## config.mk

```make
export PLATFORM = sky130hd
export DESIGN_NAME = smbus_read_word_master
export DESIGN_NICKNAME = d
export VERILOG_FILES = /design/src/sv/srwm_pkg.sv /design/src/sv/srwm_core.sv /design/src/sv/srwm_outbuf.sv /design/src/sv/smbus_read_word_master.sv
export SDC_FILE = /design/constraint.sdc
export NUM_CORES = 1
export LEC_CHECK = 0
export BUFFER_PORTS_ARGS = -buffer_cell sky130_fd_sc_hd__buf_2
export CAP_MARGIN = 20
export CORE_UTILIZATION = 60
export CTS_CLUSTER_DIAMETER = 150
export DETAILED_ROUTE_END_ITERATION = 8
export PLACE_DENSITY_LB_ADDON = 0.15
export SYNTH_ARGS = -nofsm -noshare
export SYNTH_HDL_FRONTEND = slang
export SYNTH_SLANG_ARGS = --single-unit
```

## constraint.sdc

```tcl
create_clock -name i_clk -period 4.36 [get_ports i_clk]
set_input_delay 0.654 -clock i_clk [delete_from_list [all_inputs] [get_ports i_clk]]
set_output_delay 0.654 -clock i_clk [all_outputs]
set_load 0.005 [all_outputs]
```

## src/sv/srwm_pkg.sv

```systemverilog
// Package: shared types and constants for the SMBus word-read master.
`timescale 1ns / 1ps

package srwm_pkg;

    localparam int CFG_IDX_W = 1;
    localparam int CFG_DATA_W = 8;

    localparam logic [CFG_IDX_W-1:0] CFG_DEVICE_ADDRESS = 1'b0;
    localparam logic [CFG_IDX_W-1:0] CFG_ACK_TIMEOUT    = 1'b1;

    localparam logic [6:0] DEV_ADDR_RESET    = 7'd0;
    localparam logic [7:0] ACK_TIMEOUT_RESET = 8'd250;

    localparam logic [1:0] CMD_TICK = 2'd0;
    localparam logic [1:0] CMD_READ = 2'd1;
    localparam logic [1:0] CMD_TEST = 2'd2;

    localparam logic [15:0]        WORD_FAIL   = 16'hFFFF;
    localparam logic signed [17:0] TEMP_OFFSET = 18'sd27315;

    typedef enum logic [4:0] {
        PH_IDLE = 5'd0,
        PH_ST0  = 5'd1,
        PH_ST1  = 5'd2,
        PH_ST2  = 5'd3,
        PH_TX_A = 5'd4,
        PH_TX_B = 5'd5,
        PH_TX_C = 5'd6,
        PH_AK_A = 5'd7,
        PH_AK_P = 5'd8,
        PH_AK_C = 5'd9,
        PH_RX_A = 5'd10,
        PH_RX_B = 5'd11,
        PH_RA_A = 5'd12,
        PH_RA_B = 5'd13,
        PH_RA_C = 5'd14,
        PH_SP0  = 5'd15,
        PH_SP1  = 5'd16,
        PH_FP0  = 5'd17,
        PH_FP1  = 5'd18
    } t_phase;

    typedef struct packed {
        logic                  we;
        logic [CFG_IDX_W-1:0]  index;
        logic [CFG_DATA_W-1:0] data;
    } t_cfg_wr;

    typedef struct packed {
        logic               scl_out;
        logic               sda_out;
        logic               busy_res;
        logic               done_res;
        logic               status;
        logic [15:0]        read_word;
        logic signed [17:0] temp_centi_c;
    } t_result;

endpackage

```

## src/sv/srwm_core.sv

```systemverilog
// Bus sequencer: phase register, shift/count state and per-tick pin/result logic.
`timescale 1ns / 1ps

module srwm_core (
    input  logic                 i_clk,
    input  logic                 i_rst_n,
    input  logic                 i_en,
    input  logic [1:0]           i_command,
    input  logic [7:0]           i_reg_addr,
    input  logic                 i_sda_in,
    input  srwm_pkg::t_cfg_wr    i_cfg,
    output srwm_pkg::t_result    o_res
);

    logic [6:0]       r_dev_addr;
    logic [7:0]       r_ack_timeout;
    srwm_pkg::t_phase r_phase, n_phase, eff_phase;
    logic [3:0]       r_bit_count, n_bit_count, eff_bit_count;
    logic [7:0]       r_shift, n_shift, eff_shift;
    logic [1:0]       r_byte_idx, n_byte_idx, eff_byte_idx;
    logic [7:0]       r_low, n_low;
    logic [7:0]       r_high, n_high;
    logic [7:0]       r_wait, n_wait, eff_wait;
    logic [7:0]       r_held, n_held, eff_held;
    logic             r_test, n_test, eff_test;

    logic        start;
    logic [3:0]  bc_inc;
    logic [15:0] word_cat;

    // A start command in idle latches operands and runs the first start tick now.
    assign start = (r_phase == srwm_pkg::PH_IDLE) &&
                   ((i_command == srwm_pkg::CMD_READ) || (i_command == srwm_pkg::CMD_TEST));

    always_comb begin
        eff_phase     = start ? srwm_pkg::PH_ST0 : r_phase;
        eff_shift     = start ? {r_dev_addr, 1'b0} : r_shift;
        eff_bit_count = start ? 4'd0 : r_bit_count;
        eff_byte_idx  = start ? 2'd0 : r_byte_idx;
        eff_wait      = start ? 8'd0 : r_wait;
        eff_held      = start ? i_reg_addr : r_held;
        eff_test      = start ? (i_command == srwm_pkg::CMD_TEST) : r_test;
    end

    assign bc_inc   = eff_bit_count + 4'd1;
    assign word_cat = {r_high, r_low};

    // next state
    always_comb begin
        n_phase     = eff_phase;
        n_shift     = eff_shift;
        n_bit_count = eff_bit_count;
        n_byte_idx  = eff_byte_idx;
        n_wait      = eff_wait;
        n_held      = eff_held;
        n_test      = eff_test;
        n_low       = r_low;
        n_high      = r_high;
        case (eff_phase)
            srwm_pkg::PH_IDLE: begin
            end
            srwm_pkg::PH_ST0: n_phase = srwm_pkg::PH_ST1;
            srwm_pkg::PH_ST1: n_phase = srwm_pkg::PH_ST2;
            srwm_pkg::PH_ST2: begin
                n_bit_count = 4'd0;
                n_phase     = srwm_pkg::PH_TX_A;
            end
            srwm_pkg::PH_TX_A: n_phase = srwm_pkg::PH_TX_B;
            srwm_pkg::PH_TX_B: n_phase = srwm_pkg::PH_TX_C;
            srwm_pkg::PH_TX_C: begin
                n_shift     = {eff_shift[6:0], 1'b0};
                n_bit_count = bc_inc;
                if (bc_inc >= 4'd8) begin
                    n_wait  = 8'd0;
                    n_phase = srwm_pkg::PH_AK_A;
                end else begin
                    n_phase = srwm_pkg::PH_TX_A;
                end
            end
            srwm_pkg::PH_AK_A: n_phase = srwm_pkg::PH_AK_P;
            srwm_pkg::PH_AK_P: begin
                if (!i_sda_in) begin
                    n_phase = srwm_pkg::PH_AK_C;
                end else if (eff_wait == r_ack_timeout) begin
                    n_phase = srwm_pkg::PH_FP0;
                end else begin
                    n_wait = eff_wait + 8'd1;
                end
            end
            srwm_pkg::PH_AK_C: begin
                n_bit_count = 4'd0;
                if (eff_test) begin
                    n_phase = srwm_pkg::PH_SP0;
                end else if (eff_byte_idx == 2'd0) begin
                    n_shift    = eff_held;
                    n_byte_idx = 2'd1;
                    n_phase    = srwm_pkg::PH_TX_A;
                end else if (eff_byte_idx == 2'd1) begin
                    // repeated start, address with read
                    n_shift    = {r_dev_addr, 1'b1};
                    n_byte_idx = 2'd2;
                    n_phase    = srwm_pkg::PH_ST0;
                end else begin
                    n_byte_idx = 2'd0;
                    n_shift    = 8'd0;
                    n_phase    = srwm_pkg::PH_RX_A;
                end
            end
            srwm_pkg::PH_RX_A: n_phase = srwm_pkg::PH_RX_B;
            srwm_pkg::PH_RX_B: begin
                n_shift     = {eff_shift[6:0], i_sda_in};
                n_bit_count = bc_inc;
                n_phase     = (bc_inc >= 4'd8) ? srwm_pkg::PH_RA_A : srwm_pkg::PH_RX_A;
            end
            srwm_pkg::PH_RA_A: n_phase = srwm_pkg::PH_RA_B;
            srwm_pkg::PH_RA_B: n_phase = srwm_pkg::PH_RA_C;
            srwm_pkg::PH_RA_C: begin
                if (eff_byte_idx == 2'd0) n_low = eff_shift;
                if (eff_byte_idx == 2'd1) n_high = eff_shift;
                if (eff_byte_idx >= 2'd2) begin
                    n_phase = srwm_pkg::PH_SP0;
                end else begin
                    n_byte_idx  = eff_byte_idx + 2'd1;
                    n_bit_count = 4'd0;
                    n_shift     = 8'd0;
                    n_phase     = srwm_pkg::PH_RX_A;
                end
            end
            srwm_pkg::PH_SP0: n_phase = srwm_pkg::PH_SP1;
            srwm_pkg::PH_SP1: n_phase = srwm_pkg::PH_IDLE;
            srwm_pkg::PH_FP0: n_phase = srwm_pkg::PH_FP1;
            srwm_pkg::PH_FP1: n_phase = srwm_pkg::PH_IDLE;
            default:          n_phase = srwm_pkg::PH_IDLE;
        endcase
    end

    // outputs for this tick
    always_comb begin
        o_res              = '0;
        o_res.scl_out      = 1'b1;
        o_res.sda_out      = 1'b1;
        o_res.busy_res     = 1'b1;
        case (eff_phase)
            srwm_pkg::PH_IDLE: o_res.busy_res = 1'b0;
            srwm_pkg::PH_ST0: begin
            end
            srwm_pkg::PH_ST1: o_res.sda_out = 1'b0;
            srwm_pkg::PH_ST2: begin
                o_res.scl_out = 1'b0;
                o_res.sda_out = 1'b0;
            end
            srwm_pkg::PH_TX_A, srwm_pkg::PH_TX_C: begin
                o_res.scl_out = 1'b0;
                o_res.sda_out = eff_shift[7];
            end
            srwm_pkg::PH_TX_B: o_res.sda_out = eff_shift[7];
            srwm_pkg::PH_AK_A, srwm_pkg::PH_AK_C, srwm_pkg::PH_RX_A:
                o_res.scl_out = 1'b0;
            srwm_pkg::PH_AK_P, srwm_pkg::PH_RX_B: begin
            end
            srwm_pkg::PH_RA_A, srwm_pkg::PH_RA_C: begin
                o_res.scl_out = 1'b0;
                o_res.sda_out = (eff_byte_idx >= 2'd2);  // nack on PEC
            end
            srwm_pkg::PH_RA_B: o_res.sda_out = (eff_byte_idx >= 2'd2);
            srwm_pkg::PH_SP0, srwm_pkg::PH_FP0: o_res.sda_out = 1'b0;
            srwm_pkg::PH_SP1: begin
                o_res.done_res = 1'b1;
                if (!eff_test) begin
                    o_res.read_word = word_cat;
                    if (word_cat == srwm_pkg::WORD_FAIL) begin
                        o_res.temp_centi_c = -srwm_pkg::TEMP_OFFSET;
                    end else begin
                        o_res.temp_centi_c = $signed({1'b0, word_cat, 1'b0})
                                             - srwm_pkg::TEMP_OFFSET;
                    end
                end
            end
            srwm_pkg::PH_FP1: begin
                o_res.done_res     = 1'b1;
                o_res.status       = 1'b1;
                o_res.read_word    = srwm_pkg::WORD_FAIL;
                o_res.temp_centi_c = -srwm_pkg::TEMP_OFFSET;
            end
            default: o_res.busy_res = 1'b0;
        endcase
    end

    always_ff @(posedge i_clk) begin
        if (!i_rst_n) begin
            r_dev_addr    <= srwm_pkg::DEV_ADDR_RESET;
            r_ack_timeout <= srwm_pkg::ACK_TIMEOUT_RESET;
            r_phase       <= srwm_pkg::PH_IDLE;
            r_bit_count   <= '0;
            r_shift       <= '0;
            r_byte_idx    <= '0;
            r_low         <= '0;
            r_high        <= '0;
            r_wait        <= '0;
            r_held        <= '0;
            r_test        <= 1'b0;
        end else begin
            if (i_cfg.we) begin
                case (i_cfg.index)
                    srwm_pkg::CFG_DEVICE_ADDRESS: r_dev_addr    <= i_cfg.data[6:0];
                    srwm_pkg::CFG_ACK_TIMEOUT:    r_ack_timeout <= i_cfg.data;
                    default: begin
                    end
                endcase
            end
            if (i_en) begin
                r_phase     <= n_phase;
                r_bit_count <= n_bit_count;
                r_shift     <= n_shift;
                r_byte_idx  <= n_byte_idx;
                r_low       <= n_low;
                r_high      <= n_high;
                r_wait      <= n_wait;
                r_held      <= n_held;
                r_test      <= n_test;
            end
        end
    end

endmodule

```

## src/sv/srwm_outbuf.sv

```systemverilog
// Two-entry result buffer that decouples the sequencer from a stalling receiver.
`timescale 1ns / 1ps

module srwm_outbuf (
    input  logic                 i_clk,
    input  logic                 i_rst_n,
    input  logic                 i_push,
    input  srwm_pkg::t_result    i_data,
    output logic                 o_space,
    output logic                 o_valid,
    input  logic                 i_ready,
    output srwm_pkg::t_result    o_data
);

    srwm_pkg::t_result r_data [2];
    logic              r_wptr;
    logic              r_rptr;
    logic [1:0]        r_count;
    logic              pop;

    assign o_space = (r_count != 2'd2);
    assign o_valid = (r_count != 2'd0);
    assign o_data  = r_data[r_rptr];
    assign pop     = o_valid && i_ready;

    always_ff @(posedge i_clk) begin
        if (i_push) begin
            r_data[r_wptr] <= i_data;
        end
    end

    always_ff @(posedge i_clk) begin
        if (!i_rst_n) begin
            r_wptr  <= 1'b0;
            r_rptr  <= 1'b0;
            r_count <= 2'd0;
        end else begin
            if (i_push) r_wptr <= ~r_wptr;
            if (pop)    r_rptr <= ~r_rptr;
            case ({i_push, pop})
                2'b10:   r_count <= r_count + 2'd1;
                2'b01:   r_count <= r_count - 2'd1;
                default: r_count <= r_count;
            endcase
        end
    end

endmodule

```

## src/sv/smbus_read_word_master.sv

```systemverilog
// Top level: SMBus word-read master with tick input channel and result channel.
`timescale 1ns / 1ps

// Each input beat is one bus delay tick carrying a command, a register byte
// and the sampled SDA level. Each accepted beat yields exactly one result beat
// with the SCL/SDA drive levels for that tick (1 releases, 0 pulls low), busy,
// done, status, the word read and its temperature in hundredths of a degree C.
// Command 1 starts a word read, command 2 an address test; starts given while
// busy are ignored. A transaction ends with one done beat; an ack timeout
// reports status 1 and word 0xFFFF.
// Each result beat is buffered on acceptance, behind any earlier results.
// Throughput is one beat per cycle while o_in_ready is high; the sequencer
// steps once per accepted beat. Results go through a two-entry buffer, so
// input is still taken while one result waits; when both entries are held
// by a stalled receiver, o_in_ready drops until a result is taken.
// The config port writes device_address (index 0) and ack_timeout (index 1)
// at any edge with i_cfg_we high; write only while idle.
// Reset (synchronous, active low) returns the sequencer to idle, empties the
// result buffer and sets device_address 0, ack_timeout 250.

module smbus_read_word_master (
    input  logic                           i_clk,
    input  logic                           i_rst_n,
    input  logic                           i_in_valid,
    output logic                           o_in_ready,
    input  logic [1:0]                     i_command,
    input  logic [7:0]                     i_reg_addr,
    input  logic                           i_sda_in,
    output logic                           o_out_valid,
    input  logic                           i_out_ready,
    output logic                           o_scl_out,
    output logic                           o_sda_out,
    output logic                           o_busy_res,
    output logic                           o_done_res,
    output logic                           o_status,
    output logic [15:0]                    o_read_word,
    output logic signed [17:0]             o_temp_centi_c,
    input  logic                           i_cfg_we,
    input  logic [srwm_pkg::CFG_IDX_W-1:0]  i_cfg_index,
    input  logic [srwm_pkg::CFG_DATA_W-1:0] i_cfg_data
);

    srwm_pkg::t_cfg_wr cfg;
    srwm_pkg::t_result step_res;
    srwm_pkg::t_result out_res;
    logic              accept;

    assign cfg.we    = i_cfg_we;
    assign cfg.index = i_cfg_index;
    assign cfg.data  = i_cfg_data;

    assign accept = i_in_valid && o_in_ready;

    srwm_core u_core (
        .i_clk      (i_clk),
        .i_rst_n    (i_rst_n),
        .i_en       (accept),
        .i_command  (i_command),
        .i_reg_addr (i_reg_addr),
        .i_sda_in   (i_sda_in),
        .i_cfg      (cfg),
        .o_res      (step_res)
    );

    srwm_outbuf u_outbuf (
        .i_clk   (i_clk),
        .i_rst_n (i_rst_n),
        .i_push  (accept),
        .i_data  (step_res),
        .o_space (o_in_ready),
        .o_valid (o_out_valid),
        .i_ready (i_out_ready),
        .o_data  (out_res)
    );

    assign o_scl_out      = out_res.scl_out;
    assign o_sda_out      = out_res.sda_out;
    assign o_busy_res     = out_res.busy_res;
    assign o_done_res     = out_res.done_res;
    assign o_status       = out_res.status;
    assign o_read_word    = out_res.read_word;
    assign o_temp_centi_c = out_res.temp_centi_c;

endmodule

```

==> results.toml <==
[status]
status = "complete, no violations"

[timing]
fin_crit_sh = 0.751
tns_ns = 0
relSlewSlack = 0.397
final_hold_viol_count = 0
drv_slew = 0
setup_violations = 0
rsz0062_at_grt = "no"
final_period_minus_worst_setup_slack_ns = 3.28
setup_slack_ns = 1.08
fmax_mhz = 305
skew_ns = 0.00786
tightest_slew_ns = 0.904

[yosys]
avgSynthCellArea_um2 = 9.95
yosysTopAreaCell = "edfxtp_1"
synth-seq-cells = 150
ys_async_sr_fraction = 0
ys_top_cells_by_count = "nand2_1, edfxtp_1, dfxtp_1"
synth_edf_count = 78
ys.flop_type = "edfxtp_1"
synthDominantCellAreaShare = 0.311
yosysUniqueCellTypes = 71
yosys_warnings = 0
synthTopCellsByArea = "edfxtp_1, dfxtp_1, mux2_2, nand2_1, mux2i_1"
syn_area_um2 = 7530
synthCells = 757
yosysMostFrequentCell = "nand2_1"
ys_seq_area_frac = 0.502
syn_nets = 787

[clock_tree]
cts-hold-fix-buffers = 0
clock_latency_ns = 0.43
clk_pin_slew_worst_paths_ns = 0.06
clock-sinks = 150
cts-root-buf = "clkbuf_16"
cts.repair.resized = 0
cts_tree = "built"
cts_max_level = 4
post_cts_buffers = 0
cts.path.max_buffers = 2
cts_buffers = 17

[setup_path]
worst_setup_path_end_kind = "register"
worstSetupPathType = "register to register"
path_delay_family = "simple AND/OR/NAND/NOR gates"
cp.arrival_ns = 3.60
slowest_stage = "dfxtp_1"
cp.required_ns = 4.69
path_buf_inv = 0
crit_path_cell_trace = "nor3_4 > and2_1 > o32a_1 > or4_1 > a211o_1 > a32o_1"
crit_path_start_kind = "register"
cpPeakStageDelay_ns = 0.85
path_max_fanout = 25

[drt]
wl_per_cell_um = 17.9
ant_nets = 0
totalWireLength_um = 17500
vias = 6016
drc = 0
dr.pass1.iters = 7
drtIter0Drc = 680
routed_via_density = 6.15

[grt]
grt_pass1_wl_um = 28400
grt_start_max_net_pins = 51
met3_usage = 0.0526
gr-usage-met1 = 0.338
use_met2 = 0.481
grt_overflow = 0
grt.busiest_layer = "met2"
antenna_found_initial = 0
first_global_vias = 5789
grtUsageTotal = 0.282

[pwr]
total_power_uw = 4320
powerDensity_nw_per_um2 = 500
vdd_drop_max_mv = 0.272
power_leakage_uw = 0.00329

[floorplanning]
rows = 40
dieArea_um2 = 13000
start_util = 0.622
fp.dieH_um = 114
ios = 66
die_x_um = 114
coreArea_um2 = 12100

[layout]
syn2layout_area_growth_pct = 14.6
fin_nets = 827
drive_gt1_frac = 0.198
antenna_cells = 0

[worst_hold_path]
hold_class = "primary input to register"

[placed_design]
place_ws_ns = 0.940
io_buffers = 65
place_hpwl_um = 11400
gp_congestion = 0.895

[flow_run]
cap_violations = 0
==> cell families after synthesis <==
kind of cell	share of synthesized area
AO/OA/AOI/OAI	0.164
XOR/XNOR	0.0209
flip-flops	0.502
buffers and inverters	0.0357
AND/OR/NAND/NOR	0.177
adder cells (fa/ha/maj)	0.00831
multiplexers	0.0915
==> stage by stage <==
step                std cells  utilization  hold WS [ns]  instance area, um^2
floorplan                 757            -         0.436                 7530
global placement          945        0.655         0.441                 7940
detailed placement        945        0.655         0.446                 7940
CTS                       977        0.711         0.421                 8610
global route              978        0.713         0.435                 8630
finish                    978        0.713         0.428                 8630
==> layout make-up <==
| type | instances | area, um^2 |
|---|---|---|
| clock inverter | 15 | 250 |
| timing repair buffer | 76 | 420 |
| inverter | 13 | 48.8 |
| clock buffer | 17 | 425 |
| fill | 926 | 3480 |
| tap | 168 | 210 |
| sequential | 150 | 3780 |
| multi-input combinational | 539 | 3490 |
==> report_power, final <==
| part | total [uW] | internal, uW | leakage [uW] | switching (uW) |
|---|---|---|---|---|
| clock | 1670 | 1080 | 0.000328 | 592 |
| sequential | 1770 | 1680 | 0.00135 | 94.9 |
| combinational | 879 | 395 | 0.00161 | 483 |
| total | 4320 | 3150 | 0.00329 | 1170 |
==> registers in the layout (all words and copies together) (netlist names), named ones only <==
signal                count
u_core.r_ack_timeout      8
u_core.r_bit_count        4
u_core.r_byte_idx         2
u_core.r_dev_addr         7
u_core.r_held             8
u_core.r_high             8
u_core.r_low              8
u_core.r_phase            5
u_core.r_shift            8
u_core.r_test             1
u_core.r_wait             8
u_outbuf.r_count          2
u_outbuf.r_data          78
u_outbuf.r_rptr           1
u_outbuf.r_wptr           1
==> path summary, 6_finish.rpt <==
path | to | start | cells after the start | slack [ns]
min | u_core.r_ack_timeout[7]$_SDFFE_PN1P_ | i_cfg_data[7] | 3 | 0.43
max | u_core.r_phase[3]$_SDFFE_PN0P_ | u_core.r_phase[0]$_SDFFE_PN0P_ | 6 | 1.08
max reg2reg | u_core.r_phase[3]$_SDFFE_PN0P_ | u_core.r_phase[0]$_SDFFE_PN0P_ | 6 | 1.08
min reg2reg | u_core.r_held[2]$_SDFFE_PN0P_ | u_core.r_held[2]$_SDFFE_PN0P_ | 2 | 0.45
==> per-layer routing <==
layer / share of wire / up-vias
met5: 0 / -
met4: 0.034 / 0
met3: 0.045 / 48
met2: 0.50 / 204
met1: 0.42 / 2877
li1: - / 2887
==> cells in the final DEF, fill, tap and decap left out, types with 4 or more instances in the layout <==
master     synthesis  layout
a31oi_1           15      15
a21o_1            18      18
xnor2_1           10      10
a21oi_1           44      44
nor3_1            22      21
nand2b_1           7       7
o21ai_0           33      33
or3_1              6       6
o32a_1             4       4
xor2_1             8       8
edfxtp_1          78      78
o211ai_1           5       5
bufinv_16          0       6
clkbuf_16          0      17
buf_4              0      10
nor2b_1            4       4
nand2_1           80      80
o21a_1             7       7
nor3b_1            7       7
ha_1               5       5
inv_1             12      12
a211oi_1          18      18
mux2i_1           25      25
mux2_2            39      39
clkinv_4           0       4
dfxtp_1           72      72
nor2_1            62      61
nor4bb_1           4       4
nand3_1           31      31
nand4_1            8       8
buf_2              5      65
and2_1            10      10
==> worst register-to-register path: cells and delay by family, from the launching register on <==
kind | cells | cell delay, ns
AND/OR/NAND/NOR | 3 | 1.39
flip-flops | 1 | 0.85
AO/OA/AOI/OAI | 3 | 0.94
No activity file was read; power rests on OpenSTA's default activity.
